===== src/hdl/mbe_pkg.sv =====
// ----------------------------------------------------------------------------
// mbe_pkg
// Shared types, constants and fixed-point helpers for the escape-time core.
// ----------------------------------------------------------------------------
`default_nettype none

package mbe_pkg;

  localparam int GRID_WIDTH    = 64;
  localparam int GRID_HEIGHT   = 32;
  localparam int FRACTION_BITS = 14;

  // Q4.F operands, exact double-width products, one guard bit for sums
  localparam int Q_W    = 4 + FRACTION_BITS;
  localparam int PROD_W = 2 * Q_W;
  localparam int SUM_W  = PROD_W + 1;

  localparam int COL_W = 6;
  localparam int ROW_W = 5;
  localparam int CNT_W = 8;
  localparam int MAP_W = 12;

  localparam int COL_SH = FRACTION_BITS - $clog2(GRID_WIDTH / 4);
  localparam int ROW_SH = FRACTION_BITS - $clog2(GRID_HEIGHT / 4);
  localparam logic signed [MAP_W-1:0] COL_HALF = MAP_W'(GRID_WIDTH / 2);
  localparam logic signed [MAP_W-1:0] ROW_HALF = MAP_W'(GRID_HEIGHT / 2);

  // APB map
  localparam int ADDR_W = 3;
  localparam int DATA_W = 32;
  localparam logic REG_ITER_LIMIT = 1'b0;
  localparam logic [CNT_W-1:0] ITER_LIMIT_RST = 8'd20;

  localparam logic signed [SUM_W-1:0] Q_MAX_W =
    {{(SUM_W-Q_W+1){1'b0}}, {(Q_W-1){1'b1}}};
  localparam logic signed [SUM_W-1:0] Q_MIN_W =
    {{(SUM_W-Q_W+1){1'b1}}, {(Q_W-1){1'b0}}};
  localparam logic signed [SUM_W-1:0] FOUR_SQ = SUM_W'(4) << (2 * FRACTION_BITS);

  typedef logic signed [Q_W-1:0]    q_t;
  typedef logic signed [PROD_W-1:0] prod_t;

  typedef struct packed {
    logic             done;
    logic             in_set;
    logic [CNT_W-1:0] iters;
  } mbe_res_t;

  function automatic q_t sat_q(input logic signed [SUM_W-1:0] v);
    if (v > Q_MAX_W) begin
      return Q_MAX_W[Q_W-1:0];
    end else if (v < Q_MIN_W) begin
      return Q_MIN_W[Q_W-1:0];
    end
    return v[Q_W-1:0];
  endfunction

  // (idx - half) scaled to Q4.F; quarter is a power of two so this is a shift
  function automatic q_t map_axis(input logic [MAP_W-1:0] idx,
                                  input logic signed [MAP_W-1:0] half,
                                  input int shamt);
    logic signed [SUM_W-1:0] off;
    off = SUM_W'(signed'({1'b0, idx})) - SUM_W'(half);
    return sat_q(off <<< shamt);
  endfunction

endpackage

`default_nettype wire


===== src/hdl/mbe_apb_regs.sv =====
// ----------------------------------------------------------------------------
// mbe_apb_regs
// APB register slave holding the iteration limit.
// ----------------------------------------------------------------------------
`default_nettype none

module mbe_apb_regs
  import mbe_pkg::*;
(
  input  wire logic              clk,
  input  wire logic              rst,
  input  wire logic              psel,
  input  wire logic              penable,
  input  wire logic              pwrite,
  input  wire logic [ADDR_W-1:0] paddr,
  input  wire logic [DATA_W-1:0] pwdata,
  output logic      [DATA_W-1:0] prdata,
  output logic                   pready,
  output logic      [CNT_W-1:0]  iteration_limit
);

  logic wr_en;

  assign pready = 1'b1;
  assign wr_en  = psel && penable && pwrite && pready;

  always_ff @(posedge clk) begin
    if (rst) begin
      iteration_limit <= ITER_LIMIT_RST;
    end else if (wr_en && (paddr[2] == REG_ITER_LIMIT)) begin
      iteration_limit <= pwdata[CNT_W-1:0];
    end
  end

  always_comb begin
    prdata = '0;
    if (paddr[2] == REG_ITER_LIMIT) begin
      prdata = DATA_W'(iteration_limit);
    end
  end

endmodule

`default_nettype wire


===== src/hdl/mbe_mult_unit.sv =====
// ----------------------------------------------------------------------------
// mbe_mult_unit
// Shared signed Q4.F multiplier with registered full-width product.
// ----------------------------------------------------------------------------
`default_nettype none

module mbe_mult_unit
  import mbe_pkg::*;
(
  input  wire logic clk,
  input  wire q_t   op_a,
  input  wire q_t   op_b,
  output prod_t     prod
);

  always_ff @(posedge clk) begin
    prod <= op_a * op_b;
  end

endmodule

`default_nettype wire


===== src/hdl/mbe_iter_engine.sv =====
// ----------------------------------------------------------------------------
// mbe_iter_engine
// Sequencer running z = z^2 + c on one shared multiplier, stepping S_RR, S_II, S_RI, S_UPD.
// ----------------------------------------------------------------------------
`default_nettype none

module mbe_iter_engine
  import mbe_pkg::*;
(
  input  wire logic             clk,
  input  wire logic             rst,
  input  wire logic             start,
  input  wire logic [COL_W-1:0] column,
  input  wire logic [ROW_W-1:0] row,
  input  wire logic [CNT_W-1:0] iteration_limit,
  output logic                  busy,
  output mbe_res_t              res
);

  localparam logic [2:0] S_IDLE = 3'd0;
  localparam logic [2:0] S_RR   = 3'd1;
  localparam logic [2:0] S_II   = 3'd2;
  localparam logic [2:0] S_RI   = 3'd3;
  localparam logic [2:0] S_UPD  = 3'd4;

  logic [2:0]       state;
  logic [CNT_W-1:0] count;
  q_t               cr, ci, zr, zi;
  prod_t            rr, ii, prod;
  q_t               op_a, op_b;

  logic signed [SUM_W-1:0] mag;
  logic signed [SUM_W-1:0] diff;
  logic signed [SUM_W-1:0] twice;
  q_t                      nr, ni;
  logic                    escape;

  mbe_mult_unit u_mult (
    .clk  (clk),
    .op_a (op_a),
    .op_b (op_b),
    .prod (prod)
  );

  always_comb begin
    case (state)
      S_II: begin
        op_a = zi;
        op_b = zi;
      end
      S_RI: begin
        op_a = zr;
        op_b = zi;
      end
      default: begin
        op_a = zr;
        op_b = zr;
      end
    endcase
  end

  // in S_RI prod holds zi^2; in S_UPD it holds zr*zi
  always_comb begin
    mag    = SUM_W'(rr) + SUM_W'(prod);
    escape = (mag >= FOUR_SQ);
    diff   = SUM_W'(rr) - SUM_W'(ii);
    twice  = SUM_W'(prod) <<< 1;
    nr     = sat_q((diff >>> FRACTION_BITS) + SUM_W'(cr));
    ni     = sat_q((twice >>> FRACTION_BITS) + SUM_W'(ci));
  end

  assign busy = (state != S_IDLE);

  always_ff @(posedge clk) begin
    res.in_set <= (count == iteration_limit);
    res.iters  <= count;
    if (rst) begin
      state    <= S_IDLE;
      res.done <= 1'b0;
    end else begin
      res.done <= 1'b0;
      case (state)
        S_IDLE: begin
          if (start) begin
            state <= S_RR;
          end
        end
        S_RR: begin
          if (count >= iteration_limit) begin
            state    <= S_IDLE;
            res.done <= 1'b1;
          end else begin
            state <= S_II;
          end
        end
        S_II: begin
          state <= S_RI;
        end
        S_RI: begin
          if (escape) begin
            state    <= S_IDLE;
            res.done <= 1'b1;
          end else begin
            state <= S_UPD;
          end
        end
        S_UPD: begin
          state <= S_RR;
        end
        default: begin
          state <= S_IDLE;
        end
      endcase
    end
  end

  always_ff @(posedge clk) begin
    case (state)
      S_IDLE: begin
        cr    <= map_axis(MAP_W'(column), COL_HALF, COL_SH);
        ci    <= map_axis(MAP_W'(row), ROW_HALF, ROW_SH);
        zr    <= '0;
        zi    <= '0;
        count <= '0;
      end
      S_II: begin
        rr <= prod;
      end
      S_RI: begin
        ii <= prod;
      end
      S_UPD: begin
        zr    <= nr;
        zi    <= ni;
        count <= count + 1'b1;
      end
      default: begin
      end
    endcase
  end

  a_done_idle: assert property (@(posedge clk) disable iff (rst)
    res.done |-> (state == S_IDLE))
    else $error("result strobe outside idle");

  a_iters_bound: assert property (@(posedge clk) disable iff (rst)
    res.done |-> (res.iters <= iteration_limit))
    else $error("iteration count beyond limit");

  a_in_set_count: assert property (@(posedge clk) disable iff (rst)
    (res.done && res.in_set) |-> (res.iters == iteration_limit))
    else $error("in-set flag without full count");

  a_upd_loop: assert property (@(posedge clk) disable iff (rst)
    (state == S_UPD) |=> (state == S_RR))
    else $error("update not followed by next pass");

endmodule

`default_nettype wire


===== src/hdl/mandelbrot_escape_time_core.sv =====
// ----------------------------------------------------------------------------
// mandelbrot_escape_time_core
// Mandelbrot escape-time evaluator: one pixel in, escape flag and count out.
// ----------------------------------------------------------------------------
// A run ends when the limit n is reached or when the point escapes after k passes.
// Throughput: one pixel at a time; each pass uses the shared multiplier for
//   three products plus an update step. busy drops as done is strobed.
// The result is held for the single done cycle; the receiver cannot stall.
// Reset: synchronous; the engine goes idle and iteration_limit returns to 20.
`default_nettype none

module mandelbrot_escape_time_core
  import mbe_pkg::*;
(
  input  wire logic              clk,
  input  wire logic              rst,
  input  wire logic              start,
  output logic                   busy,
  input  wire logic [COL_W-1:0]  column,
  input  wire logic [ROW_W-1:0]  row,
  output logic                   done,
  output logic                   inside_res,
  output logic      [CNT_W-1:0]  iterations_run,
  input  wire logic              psel,
  input  wire logic              penable,
  input  wire logic              pwrite,
  input  wire logic [ADDR_W-1:0] paddr,
  input  wire logic [DATA_W-1:0] pwdata,
  output logic      [DATA_W-1:0] prdata,
  output logic                   pready
);

  logic [CNT_W-1:0] iteration_limit;
  mbe_res_t         res;

  mbe_apb_regs u_regs (
    .clk             (clk),
    .rst             (rst),
    .psel            (psel),
    .penable         (penable),
    .pwrite          (pwrite),
    .paddr           (paddr),
    .pwdata          (pwdata),
    .prdata          (prdata),
    .pready          (pready),
    .iteration_limit (iteration_limit)
  );

  mbe_iter_engine u_engine (
    .clk             (clk),
    .rst             (rst),
    .start           (start),
    .column          (column),
    .row             (row),
    .iteration_limit (iteration_limit),
    .busy            (busy),
    .res             (res)
  );

  assign done           = res.done;
  assign inside_res     = res.in_set;
  assign iterations_run = res.iters;

endmodule

`default_nettype wire


===== config.mk =====
export PLATFORM = sky130hd
export DESIGN_NAME = mandelbrot_escape_time_core
export DESIGN_NICKNAME = d
export VERILOG_FILES = /design/src/hdl/mbe_pkg.sv /design/src/hdl/mbe_apb_regs.sv /design/src/hdl/mbe_mult_unit.sv /design/src/hdl/mbe_iter_engine.sv /design/src/hdl/mandelbrot_escape_time_core.sv
export SDC_FILE = /design/constraint.sdc
export NUM_CORES = 1
export LEC_CHECK = 0
export BUFFER_PORTS_ARGS = -buffer_cell sky130_fd_sc_hd__buf_2
export CAP_MARGIN = 20
export CORE_MARGIN = 2
export CORE_UTILIZATION = 64
export DETAILED_ROUTE_END_ITERATION = 7
export GPL_TIMING_DRIVEN = 1
export MAX_ROUTING_LAYER = met4
export PLACE_DENSITY_LB_ADDON = 0.15
export SYNTH_ARGS = -nofsm -noshare
export SYNTH_HDL_FRONTEND = slang
export SYNTH_SLANG_ARGS = --single-unit

===== constraint.sdc =====
create_clock -name clk -period 17.2 [get_ports clk]
set_clock_uncertainty 0.1 [all_clocks]
set_input_delay 0.86 -clock clk [delete_from_list [all_inputs] [get_ports clk]]
set_output_delay 0.86 -clock clk [all_outputs]
set_load 0.01 [all_outputs]

; After elaboration in Yosys (flattened, before gate mapping)
; Index checks and enable logic that the tools add are counted.
; Widths: inputs -> output; s select.
[word_totals]
register_bits = 209
latchBits = 0
mem_bits_rw = 0
romBits = 0
in_bits = 52
output_inout_bits = 44
wordCells = 82
memories = 0
[classes]
n_addsub = 7
multipliers = 1
div_mod_pow = 0
magnitude_cmp = 10
n_eq_ne = 6
shift = 0
mux = 35
bitwise_logic = 1
n_reduce_logical = 7
[op_table]
columns = operator, n
row1 = $mux 18, 14
row2 = $gt 37x18->1 const B, 4
row3 = $lt 37x18->1 const B, 4
row4 = $pmux 18 s2, 2
row5 = $add 23x18->24, 2
row6 = $add 36x36->37, 1
row7 = $ge 37x32->1 const B, 1
row8 = $sub 36x36->37, 1
row9 = $mul 18x18->36, 1
row10 = $pmux 8 s2, 1
row11 = $pmux 3 s5, 1
row12 = $mux 1, 12
row13 = $add 8x1->8 const B, 1
row14 = $eq 8x8->1, 1
row15 = $ge 8x8->1, 1
row16 = $mux 8, 1
row17 = $sub 6x6->7 const B, 1
row18 = $eq 3x2->1 const B, 2
row19 = $mux 3, 2
row20 = $sub 5x5->6 const B, 1
row21 = $eq 3x1->1 const B, 1
row22 = $eq 3x3->1 const B, 1
row23 = $logic_and 1x1->1, 3
row24 = $logic_not 3->1, 1
row25 = other kinds (7), 7

; Logic depth before layout (Yosys ltp)
[depth]
ltp_word = 7
ltp_mapped = 31
mapped_depth_nobuf = 27

; Modules after synthesis
; From an unflattened synthesis, not the netlist that was laid out.
[unflattened]
hier_cells = 2313
hier_area_um2 = 22776.8
[by_module_without_submodules]
columns = module, n_inst, cells_per_inst, area_per_inst_um2, seq_area_each_um2
row1 = mbe_mult_unit, 1, 1375, 12873.6, 720.7
row2 = mbe_iter_engine, 1, 868, 9282.7, 4073.9
row3 = mbe_apb_regs, 1, 70, 620.6, 160.2

; Least setup slack after synthesis
; No wires, ideal clock.
[synth_path]
path_kind = register -> register
startpoint = reg u_engine.state[2]
endpoint = reg u_engine.u_mult.prod[33]
setup_time_ps = 134
arrival_ps = 8725
t_required_ps = 16966
slack_ps = 8241
path_stages_with_launch = 30
path_buffers = 4
period_less_slack_ps = 8959
path_cell_list = dfxtp_1 clkbuf_1 nand2b_1 clkbuf_1 nor2_1 clkbuf_1 buf_1 mux2_2 nand2_1 fa_1 inv_1 fa_1 inv_1 fa_1 inv_1 fa_1 fa_1 inv_1 fa_1 inv_1 ha_1 and3_1 nand3_1 a211oi_1 or3_1 o31ai_2 a211o_1 nand3_1 and4_1 or4b_1
[synth_between]
elab_chain_cells = 4
word_cells_on_any_way = 6
classes_between = mul: 1 / eq/ne: 2 / mux: 2 / reduce/logical: 1
[synth_rtl]
columns = element, line
row1 = from (decl), mbe_iter_engine.sv:26  ; logic [2:0] state;
row2 = from (signal assigned), mbe_iter_engine.sv:78  ; state <= S_IDLE;
row3 = from (signal assigned), mbe_iter_engine.sv:85  ; state <= S_RR;
row4 = from (signal assigned), mbe_iter_engine.sv:90  ; state <= S_IDLE;
row5 = $eq 3x2->1, mbe_iter_engine.sv:46  ; case (state)
row6 = $reduce_or 2->1 (no line), --
row7 = $mux 18, mbe_iter_engine.sv:46
row8 = $mul 18x18->36 *, mbe_mult_unit.sv:17  ; prod <= op_a * op_b;
row9 = to (signal assigned), mbe_mult_unit.sv:17
row10 = to (decl), mbe_mult_unit.sv:13  ; output prod_t prod
; Mark *: on every way between the ends. The rest lies on a longest branch, timed or not.
; A chain may end at the register's enable or synchronous reset.

; Worst setup path after layout
[layout_path]
startpoint = reg u_engine.state[1]
endpoint = reg u_engine.u_mult.prod[33]
; The elaborated chain is that of the path after synthesis.

==> results.ini <==
[clock_tree]
cts_tree = yes
clockRootBuffer = clkbuf_16
cts_made_buffers = 17
cts_num_sinks = 184
cts_resized = 0
cts_setup_buffers = 0
h-tree-depth = 4
clk_latency_ns = 0.44
clk_pin_slew_ns = 0.06
cts_hold_buf = 0
clk_path_buf_depth = 2

[grt]
grt_pass1_wl_um = 88100
gr-total-overflow = 0
antenna_found_initial = 0
grt_pass1_vias = 16900
grt_util_all_layers_pct = 32.7
grt_max_degree = 51

[pwr]
power_density_nw_per_um2 = 160
power.switching_mw = 1.88
seqPwrFrac_pct = 18.3
swShare_pct = 49.9
pwr-share-clk_pct = 9.9
leakage_nw = 11.2
vdd_ir_drop_max_uv = 389
pwr-share-comb_pct = 71.8
intPower_mw = 1.89

[worst_hold_path]
hp-class = reg2reg
hold_start = u_engine.count[7]

[synthesis]
yosysTopAreaCellShare_pct = 29.8
postSynthAreaPerCell_sq_um = 9.48
synth_area_leaders = fa_1, edfxtp_1, ha_1
yosysMostFrequentCell = inv_1
yosysUniqueCellTypes = 71
synth-async-reset-ratio_pct = 0
synth_area_leader_cell = fa_1
synth_area_sq_um = 22200
synth_seq_cells = 184
synth_edf_count = 127
ys_top_cells_by_count = inv_1, fa_1, nand2_1, nor2_1, ha_1
synth_flop_cell = edfxtp_1
ys_seq_area_share_pct = 22.4
synth_warnings = 0
netlist_instances = 2339

[outcome]
status = complete, no violations

[critical_path]
arrival_ns = 10.16
crit_path_end_kind = flop
worstSetupStartpointType = flop
cp_max_fo = 50
cp-startpoint = u_engine.state[1]
path_class = reg2reg
worstReg2RegStart = u_engine.state[1]
critical_path_required_ns = 17.41
slowest_delay_ns = 1.00
slowest_stage = mux2i_1
path_common_cell = fa_1

[detailed_routing]
wl_per_cell_um = 18.8
vias = 16400
antenna_left = 0
drt-vias-per-instance = 5.75
drtPass1Iterations = 6
wl_um = 53600
dr.first_iter.drc_count = 1421
drc_errors = 0

[place]
routabilityCongestion = 0.972
dp.cells = 2816
pre_cts_ws_ns = 7.37
port_buffers = 44
placed_area_sq_um = 22900
dp_hpwl_um = 43200

[layout]
final_nets = 2966
drive_gt1_share_pct = 5.71
fin_area_sq_um = 23500
area_growth_pct = 6.10
fin_util_pct = 68.6
n_antenna_cell = 0
finalNonFillerCells = 2853

[flow_run]
drv_cap = 0

[timing]
rsz0062_at_grt = no
slew-limit-headroom_pct = 19.3
layout_min_cycle_time_ns = 9.95
max_clock_freq_ghz = 0.101
finalHoldViolations = 0
tns_ns = 0
min_period_over_period_pct = 57.8
worst_pin_slew_ns = 1.19
fin_ws_ns = 7.25
setup_viol = 0
slew_viol_final = 0

[die]
die_area_sq_um = 36100
start_util_pct = 64.7
die_w_um = 190
rows = 68
core_sq_um = 34300
die_h_um = 190
top_level_ports = 96

## critical path, delay by kind of cell, from the launching register on
family,cells,cell delay [ns]
adders and majority gates,7,3.61
and+or+nand+nor,8,1.93
buffers and inverters,8,1.74
muxes,1,1.00
AOI/OAI and AO/OA,4,0.81
DFF,1,0.56
## cell usage in the layout, fill, tap and decap left out, drive strengths merged, types with 12 or more instances in the layout
cell type / synthesis / routed
nand2b: 18 / 18
fa: 330 / 330
o21a: 20 / 20
nor2b: 13 / 13
edfxtp: 127 / 127
nor2: 240 / 240
inv: 491 / 495
nand2: 250 / 250
clkbuf: 41 / 21
a211o: 14 / 14
dfxtp: 57 / 57
mux2: 17 / 17
a21o: 19 / 19
a211oi: 12 / 12
a21oi: 97 / 97
o21ai: 46 / 46
ha: 199 / 199
conb: 2 / 25
buf: 30 / 75
xnor2: 52 / 52
nor3: 31 / 31
mux2i: 35 / 35
a31oi: 12 / 12
xor2: 24 / 24
nand3: 27 / 27
## final timing paths
check | to | slack, ns | depth (start not counted)
max | u_engine.u_mult.prod[33] | 7.25 | 28
min | u_engine.res[7] | 0.35 | 0
max reg2reg | u_engine.u_mult.prod[33] | 7.25 | 28
min reg2reg | u_engine.res[7] | 0.35 | 0
## power groups by stage
stage | sequential [mW] | clock (mW) | combinational (mW)
after CTS | 0.689 | 0.378 | 2.71
after global placement | 0.695 | 0 | 2.59
after global routing | 0.695 | 0.397 | 3.07
final | 0.688 | 0.374 | 2.71
after detailed placement | 0.697 | 0 | 2.68
after floorplan | 0.650 | 0 | 2.03
## layer usage
metal / global-route usage [%] / wire length [um] / vias to the layer above
met4: 12.6 / 2180 / 0
li1: - / - / 7518
met1: 41.1 / 21400 / 8154
met3: 4.04 / 3550 / 122
met5: - / 0 / -
met2: 54.5 / 26500 / 599
## sequential cells by signal, indices dropped and copies added (netlist names), 5 cells and up
signal                  count
u_regs.iteration_limit      8
u_engine.u_mult.prod       36
u_engine.rr                36
u_engine.ci                 5
u_engine.ii                36
u_engine.res               10
u_engine.zi                18
u_engine.zr                18
u_engine.count              8
u_engine.cr                 6
## logic make-up after synthesis
family                   after synthesis  synth area share (%)
buffers and inverters                562                  9.96
XOR/XNOR                              76                  3.00
flip-flops                           184                  22.4
other                                  2                0.0339
adder cells (fa/ha/maj)              529                  41.0
AND/OR/NAND/NOR                      632                  12.2
AO/OA/AOI/OAI                        302                  8.99
multiplexers                          52                  2.44
## metrics by stage
stage	total power, mW	hold WS (ns)
floorplan	2.68	0.294
global placement	3.29	0.341
detailed placement	3.38	0.347
CTS	3.77	0.356
global route	4.16	0.378
finish	3.77	0.352
## final cells by class
cell class,count,area [sq um]
Multi-Input combinational cell,1616,15100
Timing Repair Buffer,75,469
Clock inverter,11,93.8
Inverter,491,1840
Sequential cell,184,4950
Tap cell,455,569
Fill cell,2751,10800
Clock buffer,21,462
No activity file was read; power rests on OpenSTA's default activity.
